## src/hw/rtl/ugls_pkg.sv

```systemverilog
// ----------------------------------------------------------------------------
// ugls_pkg
// Shared types and constants for the UTC/GPS leap-second converter.
// ----------------------------------------------------------------------------
package ugls_pkg;

  localparam int unsigned CNT_W   = 6;
  localparam int unsigned IDX_W   = 5;
  localparam int unsigned UTC_W   = 32;
  localparam int unsigned GPS_W   = 33;
  localparam int unsigned USEC_W  = 20;

  localparam logic [USEC_W-1:0] USEC_PER_SEC = 20'd1000000;
  // 3657 days plus 9 s between the Unix and GPS epochs
  localparam logic [GPS_W-1:0]  PRE_OFFSET   = 33'd315964809;

  typedef enum logic [1:0] {
    OP_WRITE   = 2'd0,
    OP_UTC2GPS = 2'd1,
    OP_GPS2UTC = 2'd2,
    OP_NONE    = 2'd3
  } op_e;

  typedef enum logic [1:0] {
    ACC_NORMAL = 2'd0,
    ACC_LEAP   = 2'd1,
    ACC_PRE    = 2'd2,
    ACC_WRITE  = 2'd3
  } acc_e;

  typedef enum logic [2:0] {
    ST_IDLE,
    ST_WRITE,
    ST_SCAN,
    ST_CALC,
    ST_DONE
  } state_e;

  typedef struct packed {
    logic load;
    logic wr_en;
    logic scan;
    logic calc;
    logic emit;
  } cmd_t;

  typedef struct packed {
    logic hit;
    logic exhausted;
    logic out_free;
  } status_t;

endpackage

```

## src/hw/rtl/ugls_ctrl.sv

```systemverilog
// ----------------------------------------------------------------------------
// ugls_ctrl
// Sequencer for table writes, table scans and result hand-off.
// ----------------------------------------------------------------------------
module ugls_ctrl (
  input  logic              clk_i,
  input  logic              rst_ni,
  input  logic              in_valid_i,
  input  ugls_pkg::op_e     op_i,
  input  ugls_pkg::status_t status_i,
  output logic              in_ready_o,
  output ugls_pkg::cmd_t    cmd_o
);

  ugls_pkg::state_e state_q, state_d;

  always_ff @(posedge clk_i or negedge rst_ni) begin
    if (!rst_ni) begin
      state_q <= ugls_pkg::ST_IDLE;
    end else begin
      state_q <= state_d;
    end
  end

  always_comb begin
    state_d = state_q;
    case (state_q)
      ugls_pkg::ST_IDLE: begin
        if (in_valid_i) begin
          case (op_i)
            ugls_pkg::OP_WRITE:   state_d = ugls_pkg::ST_WRITE;
            ugls_pkg::OP_UTC2GPS: state_d = ugls_pkg::ST_SCAN;
            ugls_pkg::OP_GPS2UTC: state_d = ugls_pkg::ST_SCAN;
            default:              state_d = ugls_pkg::ST_IDLE;
          endcase
        end
      end
      ugls_pkg::ST_WRITE: state_d = ugls_pkg::ST_DONE;
      ugls_pkg::ST_SCAN: begin
        if (status_i.hit || status_i.exhausted) begin
          state_d = ugls_pkg::ST_CALC;
        end
      end
      ugls_pkg::ST_CALC: state_d = ugls_pkg::ST_DONE;
      ugls_pkg::ST_DONE: begin
        if (status_i.out_free) begin
          state_d = ugls_pkg::ST_IDLE;
        end
      end
      default: state_d = ugls_pkg::ST_IDLE;
    endcase
  end

  always_comb begin
    in_ready_o = 1'b0;
    cmd_o      = '0;
    case (state_q)
      ugls_pkg::ST_IDLE: begin
        in_ready_o = 1'b1;
        cmd_o.load = in_valid_i;
      end
      ugls_pkg::ST_WRITE: cmd_o.wr_en = 1'b1;
      ugls_pkg::ST_SCAN:  cmd_o.scan  = 1'b1;
      ugls_pkg::ST_CALC:  cmd_o.calc  = 1'b1;
      ugls_pkg::ST_DONE:  cmd_o.emit  = status_i.out_free;
      default: ;
    endcase
  end

  a_scan_ends: assert property (@(posedge clk_i) disable iff (!rst_ni)
    (state_q == ugls_pkg::ST_SCAN) && (status_i.hit || status_i.exhausted)
      |=> (state_q == ugls_pkg::ST_CALC))
    else $error("scan did not stop on hit or end of table");

  a_write_to_done: assert property (@(posedge clk_i) disable iff (!rst_ni)
    (state_q == ugls_pkg::ST_WRITE) |=> (state_q == ugls_pkg::ST_DONE))
    else $error("write did not proceed to result");

  a_done_leaves: assert property (@(posedge clk_i) disable iff (!rst_ni)
    (state_q == ugls_pkg::ST_DONE) && status_i.out_free
      |=> (state_q == ugls_pkg::ST_IDLE))
    else $error("result hand-off stuck");

endmodule

```

## src/hw/rtl/ugls_datapath.sv

```systemverilog
// ----------------------------------------------------------------------------
// ugls_datapath
// Leap table memories, descending scan compare and time arithmetic.
// ----------------------------------------------------------------------------
module ugls_datapath #(
  parameter int unsigned MAX_ENTRIES = 32
) (
  input  logic                            clk_i,
  input  logic                            rst_ni,
  input  ugls_pkg::cmd_t                  cmd_i,
  output ugls_pkg::status_t               status_o,
  input  logic                            cfg_we_i,
  input  logic [ugls_pkg::CNT_W-1:0]      cfg_wdata_i,
  input  ugls_pkg::op_e                   op_i,
  input  logic [ugls_pkg::IDX_W-1:0]      entry_index_i,
  input  logic [ugls_pkg::UTC_W-1:0]      entry_utc_seconds_i,
  input  logic [ugls_pkg::GPS_W-1:0]      entry_gps_seconds_i,
  input  logic [ugls_pkg::UTC_W-1:0]      utc_seconds_i,
  input  logic [ugls_pkg::USEC_W-1:0]     utc_microseconds_i,
  input  logic [ugls_pkg::GPS_W-1:0]      gps_seconds_i,
  input  logic [ugls_pkg::USEC_W-1:0]     gps_microseconds_i,
  input  logic                            out_ready_i,
  output logic                            out_valid_o,
  output logic [ugls_pkg::GPS_W-1:0]      result_seconds_o,
  output logic [ugls_pkg::USEC_W-1:0]     result_microseconds_o,
  output ugls_pkg::acc_e                  accuracy_o
);

  localparam int unsigned AW = (MAX_ENTRIES > 1) ? $clog2(MAX_ENTRIES) : 1;
  localparam int unsigned CW = ugls_pkg::CNT_W;
  localparam int unsigned UW = ugls_pkg::UTC_W;
  localparam int unsigned GW = ugls_pkg::GPS_W;
  localparam int unsigned SW = ugls_pkg::USEC_W;

  logic [UW-1:0] mem_utc [MAX_ENTRIES];
  logic [GW-1:0] mem_gps [MAX_ENTRIES];

  logic [CW-1:0] cnt_q;
  logic [CW-1:0] active_n;
  logic [CW-1:0] remain_q, remain_d;
  logic          rvalid_q, rvalid_d;
  logic          issue;
  logic [CW-1:0] remain_m1;
  logic [AW-1:0] rd_addr;
  logic [UW-1:0] rd_utc_q;
  logic [GW-1:0] rd_gps_q;

  ugls_pkg::op_e op_q;
  logic [AW-1:0] wr_addr_q;
  logic          wr_ok_q;
  logic [UW-1:0] wr_utc_q;
  logic [GW-1:0] wr_gps_q;
  logic [GW-1:0] ut_q;      // unsigned, one bit of headroom for the carry
  logic [GW:0]   gs_q;      // signed, one bit of headroom for the carry
  logic [SW-1:0] usec_q;

  logic [SW-1:0] in_us;
  logic          us_carry;

  logic          found_q;
  logic [UW-1:0] sel_utc_q;
  logic [GW-1:0] sel_gps_q;

  logic          utc_le, gps_le, match;
  logic          in_leap;
  logic [GW-1:0] calc_sec_d, calc_sec_q;
  ugls_pkg::acc_e calc_acc_d, calc_acc_q;

  logic          out_valid_q;
  logic [GW-1:0] out_sec_q;
  logic [SW-1:0] out_us_q;
  ugls_pkg::acc_e out_acc_q;

  // entry count register; counts beyond the table depth clamp to it
  always_ff @(posedge clk_i or negedge rst_ni) begin
    if (!rst_ni) begin
      cnt_q <= '0;
    end else if (cfg_we_i) begin
      cnt_q <= cfg_wdata_i;
    end
  end

  assign active_n = (32'(cnt_q) > MAX_ENTRIES) ? CW'(MAX_ENTRIES) : cnt_q;

  // input capture with microsecond carry
  assign in_us    = (op_i == ugls_pkg::OP_UTC2GPS) ? utc_microseconds_i : gps_microseconds_i;
  assign us_carry = (in_us >= ugls_pkg::USEC_PER_SEC);

  always_ff @(posedge clk_i) begin
    if (cmd_i.load) begin
      op_q      <= op_i;
      wr_addr_q <= AW'(entry_index_i);
      wr_ok_q   <= (32'(entry_index_i) < MAX_ENTRIES);
      wr_utc_q  <= entry_utc_seconds_i;
      wr_gps_q  <= entry_gps_seconds_i;
      usec_q    <= us_carry ? SW'(in_us - ugls_pkg::USEC_PER_SEC) : in_us;
      ut_q      <= {1'b0, utc_seconds_i} + GW'(us_carry);
      gs_q      <= {gps_seconds_i[GW-1], gps_seconds_i} + (GW+1)'(us_carry);
    end
  end

  // scan walks from the top entry downward, one read per cycle
  assign issue     = cmd_i.scan && (remain_q != '0);
  assign remain_m1 = remain_q - CW'(1);
  assign rd_addr   = AW'(remain_m1);

  always_comb begin
    remain_d = remain_q;
    rvalid_d = 1'b0;
    if (cmd_i.load) begin
      remain_d = active_n;
    end else if (issue) begin
      remain_d = remain_m1;
      rvalid_d = 1'b1;
    end
  end

  always_ff @(posedge clk_i or negedge rst_ni) begin
    if (!rst_ni) begin
      remain_q <= '0;
      rvalid_q <= 1'b0;
    end else begin
      remain_q <= remain_d;
      rvalid_q <= rvalid_d;
    end
  end

  always_ff @(posedge clk_i) begin
    if (cmd_i.wr_en && wr_ok_q) begin
      mem_utc[wr_addr_q] <= wr_utc_q;
      mem_gps[wr_addr_q] <= wr_gps_q;
    end
    if (issue) begin
      rd_utc_q <= mem_utc[rd_addr];
      rd_gps_q <= mem_gps[rd_addr];
    end
  end

  // gps entry marks the second after the leap; the leap starts one earlier
  assign utc_le = ({1'b0, rd_utc_q} <= ut_q);
  assign gps_le = ($signed({{2{rd_gps_q[GW-1]}}, rd_gps_q} - (GW+2)'(1))
                   <= $signed({gs_q[GW], gs_q}));
  assign match  = (op_q == ugls_pkg::OP_UTC2GPS) ? utc_le : gps_le;

  assign status_o.hit       = cmd_i.scan && rvalid_q && match;
  assign status_o.exhausted = (remain_q == '0) && !rvalid_q;
  assign status_o.out_free  = !out_valid_q || out_ready_i;

  always_ff @(posedge clk_i or negedge rst_ni) begin
    if (!rst_ni) begin
      found_q <= 1'b0;
    end else if (cmd_i.load) begin
      found_q <= 1'b0;
    end else if (status_o.hit) begin
      found_q <= 1'b1;
    end
  end

  always_ff @(posedge clk_i) begin
    if (status_o.hit) begin
      sel_utc_q <= rd_utc_q;
      sel_gps_q <= rd_gps_q;
    end
  end

  assign in_leap = ($signed({gs_q[GW], gs_q}) < $signed({sel_gps_q[GW-1], sel_gps_q}));

  always_comb begin
    calc_sec_d = '0;
    calc_acc_d = ugls_pkg::ACC_NORMAL;
    if (op_q == ugls_pkg::OP_UTC2GPS) begin
      if (found_q) begin
        calc_sec_d = GW'(sel_gps_q + ut_q - {1'b0, sel_utc_q});
        calc_acc_d = (ut_q == {1'b0, sel_utc_q}) ? ugls_pkg::ACC_LEAP
                                                  : ugls_pkg::ACC_NORMAL;
      end else begin
        calc_sec_d = GW'(ut_q - ugls_pkg::PRE_OFFSET);
        calc_acc_d = ugls_pkg::ACC_PRE;
      end
    end else begin
      if (found_q) begin
        if (in_leap) begin
          // inside the leap second: map onto the following UTC second
          calc_sec_d = {1'b0, sel_utc_q};
          calc_acc_d = ugls_pkg::ACC_LEAP;
        end else begin
          calc_sec_d = GW'({1'b0, sel_utc_q} + gs_q[GW-1:0] - sel_gps_q);
          calc_acc_d = ugls_pkg::ACC_NORMAL;
        end
      end else begin
        calc_sec_d = GW'(gs_q[GW-1:0] + ugls_pkg::PRE_OFFSET);
        calc_acc_d = ugls_pkg::ACC_PRE;
      end
    end
  end

  always_ff @(posedge clk_i) begin
    if (cmd_i.calc) begin
      calc_sec_q <= calc_sec_d;
      calc_acc_q <= calc_acc_d;
    end
  end

  // output register
  always_ff @(posedge clk_i or negedge rst_ni) begin
    if (!rst_ni) begin
      out_valid_q <= 1'b0;
    end else if (cmd_i.emit) begin
      out_valid_q <= 1'b1;
    end else if (out_ready_i) begin
      out_valid_q <= 1'b0;
    end
  end

  always_ff @(posedge clk_i) begin
    if (cmd_i.emit) begin
      if (op_q == ugls_pkg::OP_WRITE) begin
        out_sec_q <= '0;
        out_us_q  <= '0;
        out_acc_q <= ugls_pkg::ACC_WRITE;
      end else begin
        out_sec_q <= calc_sec_q;
        out_us_q  <= usec_q;
        out_acc_q <= calc_acc_q;
      end
    end
  end

  assign out_valid_o           = out_valid_q;
  assign result_seconds_o      = out_sec_q;
  assign result_microseconds_o = out_us_q;
  assign accuracy_o            = out_acc_q;

  a_emit_free: assert property (@(posedge clk_i) disable iff (!rst_ni)
    cmd_i.emit |-> (!out_valid_q || out_ready_i))
    else $error("result overwrote an untaken transfer");

  a_remain_bound: assert property (@(posedge clk_i) disable iff (!rst_ni)
    32'(remain_q) <= MAX_ENTRIES)
    else $error("scan pointer beyond table depth");

  a_rvalid_scan: assert property (@(posedge clk_i) disable iff (!rst_ni)
    rvalid_q |-> $past(cmd_i.scan))
    else $error("read data valid without a scan read");

endmodule

```

## src/hw/rtl/utc_gps_leap_second_converter_core.sv

```systemverilog
// ----------------------------------------------------------------------------
// utc_gps_leap_second_converter_core
// Converts between Unix UTC and GPS time through a loaded leap-second table.
// ----------------------------------------------------------------------------
// Channel   Dir  Signals                              Content
// s_axis    in   tvalid/tready/tdata[175:0]/tuser[1:0] table write or time to convert
// m_axis    out  tvalid/tready/tdata[55:0]/tuser[1:0]  converted time and accuracy
// cfg       in   cfg_we_i/cfg_wdata_i[5:0]            number of table entries in use
//
// A table write passes through the WRITE and DONE states before its result
// is registered. A conversion passes through SCAN, CALC and DONE; SCAN reads
// m entries, m being the number of entries read before the match (up to
// entry_count), through the single read port of the table memory, read once
// a cycle from the top entry down. One item is in work at a time; the next
// one is taken while a result waits in the output register. Reset clears the
// entry count and all control; the table contents are undefined until written.
// ----------------------------------------------------------------------------
module utc_gps_leap_second_converter_core #(
  parameter int unsigned MAX_ENTRIES = 32
) (
  input  logic         clk_i,
  input  logic         rst_ni,
  input  logic         cfg_we_i,
  input  logic [5:0]   cfg_wdata_i,
  input  logic         s_axis_tvalid_i,
  output logic         s_axis_tready_o,
  // entry_index, entry_utc_seconds, entry_gps_seconds, utc_seconds,
  // utc_microseconds, gps_seconds, gps_microseconds, zero pad
  input  logic [175:0] s_axis_tdata_i,
  // operation
  input  logic [1:0]   s_axis_tuser_i,
  output logic         m_axis_tvalid_o,
  input  logic         m_axis_tready_i,
  // result_seconds, result_microseconds, zero pad
  output logic [55:0]  m_axis_tdata_o,
  // accuracy
  output logic [1:0]   m_axis_tuser_o
);

  ugls_pkg::cmd_t    cmd;
  ugls_pkg::status_t status;
  ugls_pkg::op_e     op;
  ugls_pkg::acc_e    accuracy;
  logic [ugls_pkg::GPS_W-1:0]  result_seconds;
  logic [ugls_pkg::USEC_W-1:0] result_microseconds;

  assign op = ugls_pkg::op_e'(s_axis_tuser_i);

  ugls_ctrl u_ctrl (
    .clk_i      (clk_i),
    .rst_ni     (rst_ni),
    .in_valid_i (s_axis_tvalid_i),
    .op_i       (op),
    .status_i   (status),
    .in_ready_o (s_axis_tready_o),
    .cmd_o      (cmd)
  );

  ugls_datapath #(
    .MAX_ENTRIES (MAX_ENTRIES)
  ) u_datapath (
    .clk_i                 (clk_i),
    .rst_ni                (rst_ni),
    .cmd_i                 (cmd),
    .status_o              (status),
    .cfg_we_i              (cfg_we_i),
    .cfg_wdata_i           (cfg_wdata_i),
    .op_i                  (op),
    .entry_index_i         (s_axis_tdata_i[4:0]),
    .entry_utc_seconds_i   (s_axis_tdata_i[36:5]),
    .entry_gps_seconds_i   (s_axis_tdata_i[69:37]),
    .utc_seconds_i         (s_axis_tdata_i[101:70]),
    .utc_microseconds_i    (s_axis_tdata_i[121:102]),
    .gps_seconds_i         (s_axis_tdata_i[154:122]),
    .gps_microseconds_i    (s_axis_tdata_i[174:155]),
    .out_ready_i           (m_axis_tready_i),
    .out_valid_o           (m_axis_tvalid_o),
    .result_seconds_o      (result_seconds),
    .result_microseconds_o (result_microseconds),
    .accuracy_o            (accuracy)
  );

  assign m_axis_tdata_o = {3'b000, result_microseconds, result_seconds};
  assign m_axis_tuser_o = accuracy;

endmodule
```

## config.mk

```make
export PLATFORM = sky130hd
export DESIGN_NAME = utc_gps_leap_second_converter_core
export DESIGN_NICKNAME = d
export VERILOG_FILES = /design/src/hw/rtl/ugls_pkg.sv /design/src/hw/rtl/ugls_ctrl.sv /design/src/hw/rtl/ugls_datapath.sv /design/src/hw/rtl/utc_gps_leap_second_converter_core.sv
export SDC_FILE = /design/constraint.sdc
export NUM_CORES = 2
export LEC_CHECK = 0
export BUFFER_PORTS_ARGS = -buffer_cell sky130_fd_sc_hd__clkbuf_2
export CAP_MARGIN = 20
export CORE_UTILIZATION = 57
export CTS_CLUSTER_DIAMETER = 40
export DETAILED_ROUTE_END_ITERATION = 10
export GPL_TIMING_DRIVEN = 0
export PLACE_DENSITY_LB_ADDON = 0.08
export SYNTH_ARGS = -nofsm -noshare
export SYNTH_HDL_FRONTEND = slang
export SYNTH_SLANG_ARGS = --single-unit
export TNS_END_PERCENT = 5
```

## constraint.sdc

```tcl
create_clock -name clk_i -period 8 [get_ports clk_i]
set_input_delay 0.8 -clock clk_i [delete_from_list [all_inputs] [get_ports clk_i]]
set_output_delay 0.8 -clock clk_i [all_outputs]
set_load 0.1 [all_outputs]
```

==> reports/qor.csv <==
stage,metric,value,unit
sta,slew_headroom,19.2,%
clocking,cts_buffer_depth,4,
die,die_y,429,microns
synth,synthDistinctLibCells,78,
sta,hold_viol_final,0,
sta,setup_ws,0.880,ns
clocking,clk_pin_slew,0.06,ns
place,place_congestion,0.988,
synth,syn_area,0.104,sq mm
worst_hold_path,worstHoldStart,s_axis_tdata_i[10],
critical_path,start_kind,register,
synth,yosysSeqAreaShare,71.5,%
critical_path,crit_type,register to register,
place,place_hpwl,194000,microns
clocking,cts_tree,built,
final_layout,top_regs,"u_datapath.mem_gps (1056), u_datapath.mem_utc (1024), u_datapath.gs_q (34)",
synth,yosys_warnings,0,
sta,min_period_over_period,89.0,%
clocking,h-tree-depth,5,
synth,synth_async_sr_flop_share,0.727,%
global_route,grt_max_degree,80,
sta,fin_skew,0.0761,ns
clocking,ctsResizeCount,0,
pwr,power_density,400,mW/mm^2
sta,holdWs,0.0507,ns
clocking,cts_setup_buffers,0,
final_layout,drive_gt1_share,27.5,%
drt,via_count,55400,
drt,drt-initial-drc-count,6132,
synth,syn_avg_cell_area,19.7,sq um
critical_path,critical_path_required,8.52,ns
critical_path,reg2reg_slack,0.88,ns
critical_path,worstReg2RegStart,u_datapath.rd_gps_q[0]$_DFFE_PP_,
global_route,grt_antenna_before_repair,8,
synth,synthFlopType,edfxtp_1,
synth,ys_seq_elements,2477,
place,port_buffers,243,
clocking,cts_made_buffers,328,
synth,syn-instance-count,5285,
critical_path,cp-end-kind,register,
final_layout,top_register,u_datapath.mem_gps,
clocking,cts_hold_buf,25,
worst_hold_path,min_path_type,primary input to register,
sta,worst_pin_slew,1.21,ns
die,core_area,0.181,sq mm
clocking,clkSinkCount,2477,
place,place_ws,0.508,ns
clocking,insertion_delay,0.94,ns
die,ios,249,
drt,wl,285000,microns
drt,first_pass_iters,6,
sta,period_needed,7.12,ns
global_route,grt_pass1_vias,56100,
final_layout,n_fill_cell,11700,
die,dieWidth,429,microns
sta,report.final.slew_viol_count,0,
critical_path,crit_start,u_datapath.rd_gps_q[0]$_DFFE_PP_,
run_status,status,completed,
drt,wl_per_cell,32.8,microns
flow_run,max-cap-violations,0,
global_route,grt-ovfl-total,0,
critical_path,cp_max_fo,65,
pwr,p_leak,0.0412,uW
die,start_util,57.4,%
sta,setup_viol,0,
global_route,grt_pass1_wl,401000,microns
sta,fmax,0.140,GHz
final_layout,largest_reg_flops,1056,
pwr,peakVddDrop,341,uV
sta,grt_setup_unrepaired,no,
die,row_count,156,
final_layout,area_growth,17.9,%
critical_path,cp.arrival,7.64,ns
global_route,track_usage,31.2,%
drt,drc_errors,0,
clocking,clockRootBuffer,clkbuf_16,
drt,via_per_inst,6.38,
die,dieArea,0.184,sq mm
drt,ant_nets,0,
final_layout,fin_nets,6497,
synth,synth_edf_count,2459,
## per-stage QoR
step | TNS [ns] | utilization (%) | instances | area (sq um) | total power, uW
global route | 0 | 67.7 | 8677 | 122000 | 50500
CTS | 0 | 67.5 | 8656 | 122000 | 49100
detailed placement | 0 | 61.7 | 8061 | 112000 | 35200
floorplan | 0 | - | 5287 | 104000 | 27800
global placement | -2227.88 | 59.7 | 7900 | 108000 | 34500
finish | 0 | 67.7 | 8682 | 122000 | 49000
## area by class of cell
cell class	count	area, sq um	share of cell area [%]
clock inverters	194	1770	1.44
inverters	293	1100	0.902
flip-flops and latches	2477	74300	60.7
well taps	2370	2970	2.42
repair buffers	449	5040	4.12
diodes	6	15.0	0.0123
multi-input cells	2319	28000	22.8
plain buffers	198	776	0.633
clock buffers	376	8540	6.97
## layout by cell type (no fill, tap or decap), drive strengths merged, types with 8 or more instances in the layout
cell type,Yosys,final
clkinvlp,0,34
mux2,78,78
o21bai,11,11
inv,291,338
a211oi,11,11
buf,45,225
or3,20,20
nand2,144,144
nor2b,65,65
dfrtp,18,18
ha,178,178
mux2i,16,16
nor4,28,28
mux4,666,666
edfxtp,2459,2459
and4,12,12
nor3,34,34
nor2,168,168
a31oi,22,22
o21a,23,23
clkbuf,153,773
nand3,51,51
nand4,50,50
o21ai,85,85
a21oi,112,112
xor2,82,82
bufinv,0,15
and3,26,26
or2,8,8
xnor2,153,153
clkinv,2,100
o211ai,16,16
dlygate4sd3,0,25
a21o,65,65
fa,64,64
nand2b,13,13
o31ai,10,10
## worst paths after layout
| kind | to | cells past startpoint |
|---|---|---|
| setup / recovery | u_datapath.sel_utc_q[1]$_DFFE_PP_ | 19 |
| hold / removal | u_datapath.wr_utc_q[5]$_DFFE_PP_ | 1 |
| setup reg to reg | u_datapath.sel_utc_q[1]$_DFFE_PP_ | 19 |
| hold reg to reg | u_datapath.sel_utc_q[4]$_DFFE_PP_ | 0 |
| max in group asynchronous | u_ctrl.state_q[0]$_DFFE_PN0P_ | 2 |
| min in group asynchronous | u_datapath.remain_q[2]$_DFFE_PN0P_ | 2 |
## cells in the mapped netlist, drive strengths merged, types with 65 or more instances
master  count  share of area, %
nand2     144              0.52
nor2b      65              0.39
xor2       82              0.69
ha        178               2.1
a21o       65              0.47
clkbuf    153              0.55
o21ai      85              0.41
nor2      168              0.61
mux4      666                14
a21oi     112              0.54
xnor2     153               1.3
edfxtp   2459                71
inv       291               1.1
mux2       78              0.85
## report_power, final
part / switching (uW) / leakage (uW) / total [uW] / internal, uW
sequential: 1140 / 0.0224 / 17100 / 16000
combinational: 10400 / 0.0138 / 18100 / 7700
clock: 5590 / 0.00495 / 13800 / 8230
## logic make-up after synthesis
| logic type | share of synthesized area (%) |
|---|---|
| AOI/OAI and AO/OA | 2.76 |
| xor gates and xnor gates | 1.98 |
| adders and majority gates | 3.38 |
| buffers and inverters | 1.79 |
| DFF | 71.5 |
| muxes | 15.4 |
| other | 0.00361 |
| and+or+nand+nor | 3.12 |
## layer usage
layer,vias up,routed length [microns],share of wire [%],GRT usage [%]
met5,-,37,0.013,0
met1,28900,109000,38,41.9
met2,2784,142000,50,51.7
li1,23100,-,-,-
met4,4,11600,4.1,11.8
met3,586,22500,7.9,5.06
## critical path, stage by stage (launching register included)
cell,delay (ns)
edfxtp_1,0.56
or4_1,0.65
or3_4,0.40
or3_1,0.41
nor4_1,0.48
nand2_1,0.24
nor2_1,0.40
nand2_1,0.13
nor4_1,0.24
xor2_1,0.11
ha_1,0.32
nand4_1,0.14
nor2_1,0.30
nand2_1,0.17
nor3_1,0.47
a21oi_1,0.12
o211ai_1,0.13
xnor2_1,0.09
a311o_1,0.56
inv_4,0.70
No activity file was read; power rests on OpenSTA's default activity.
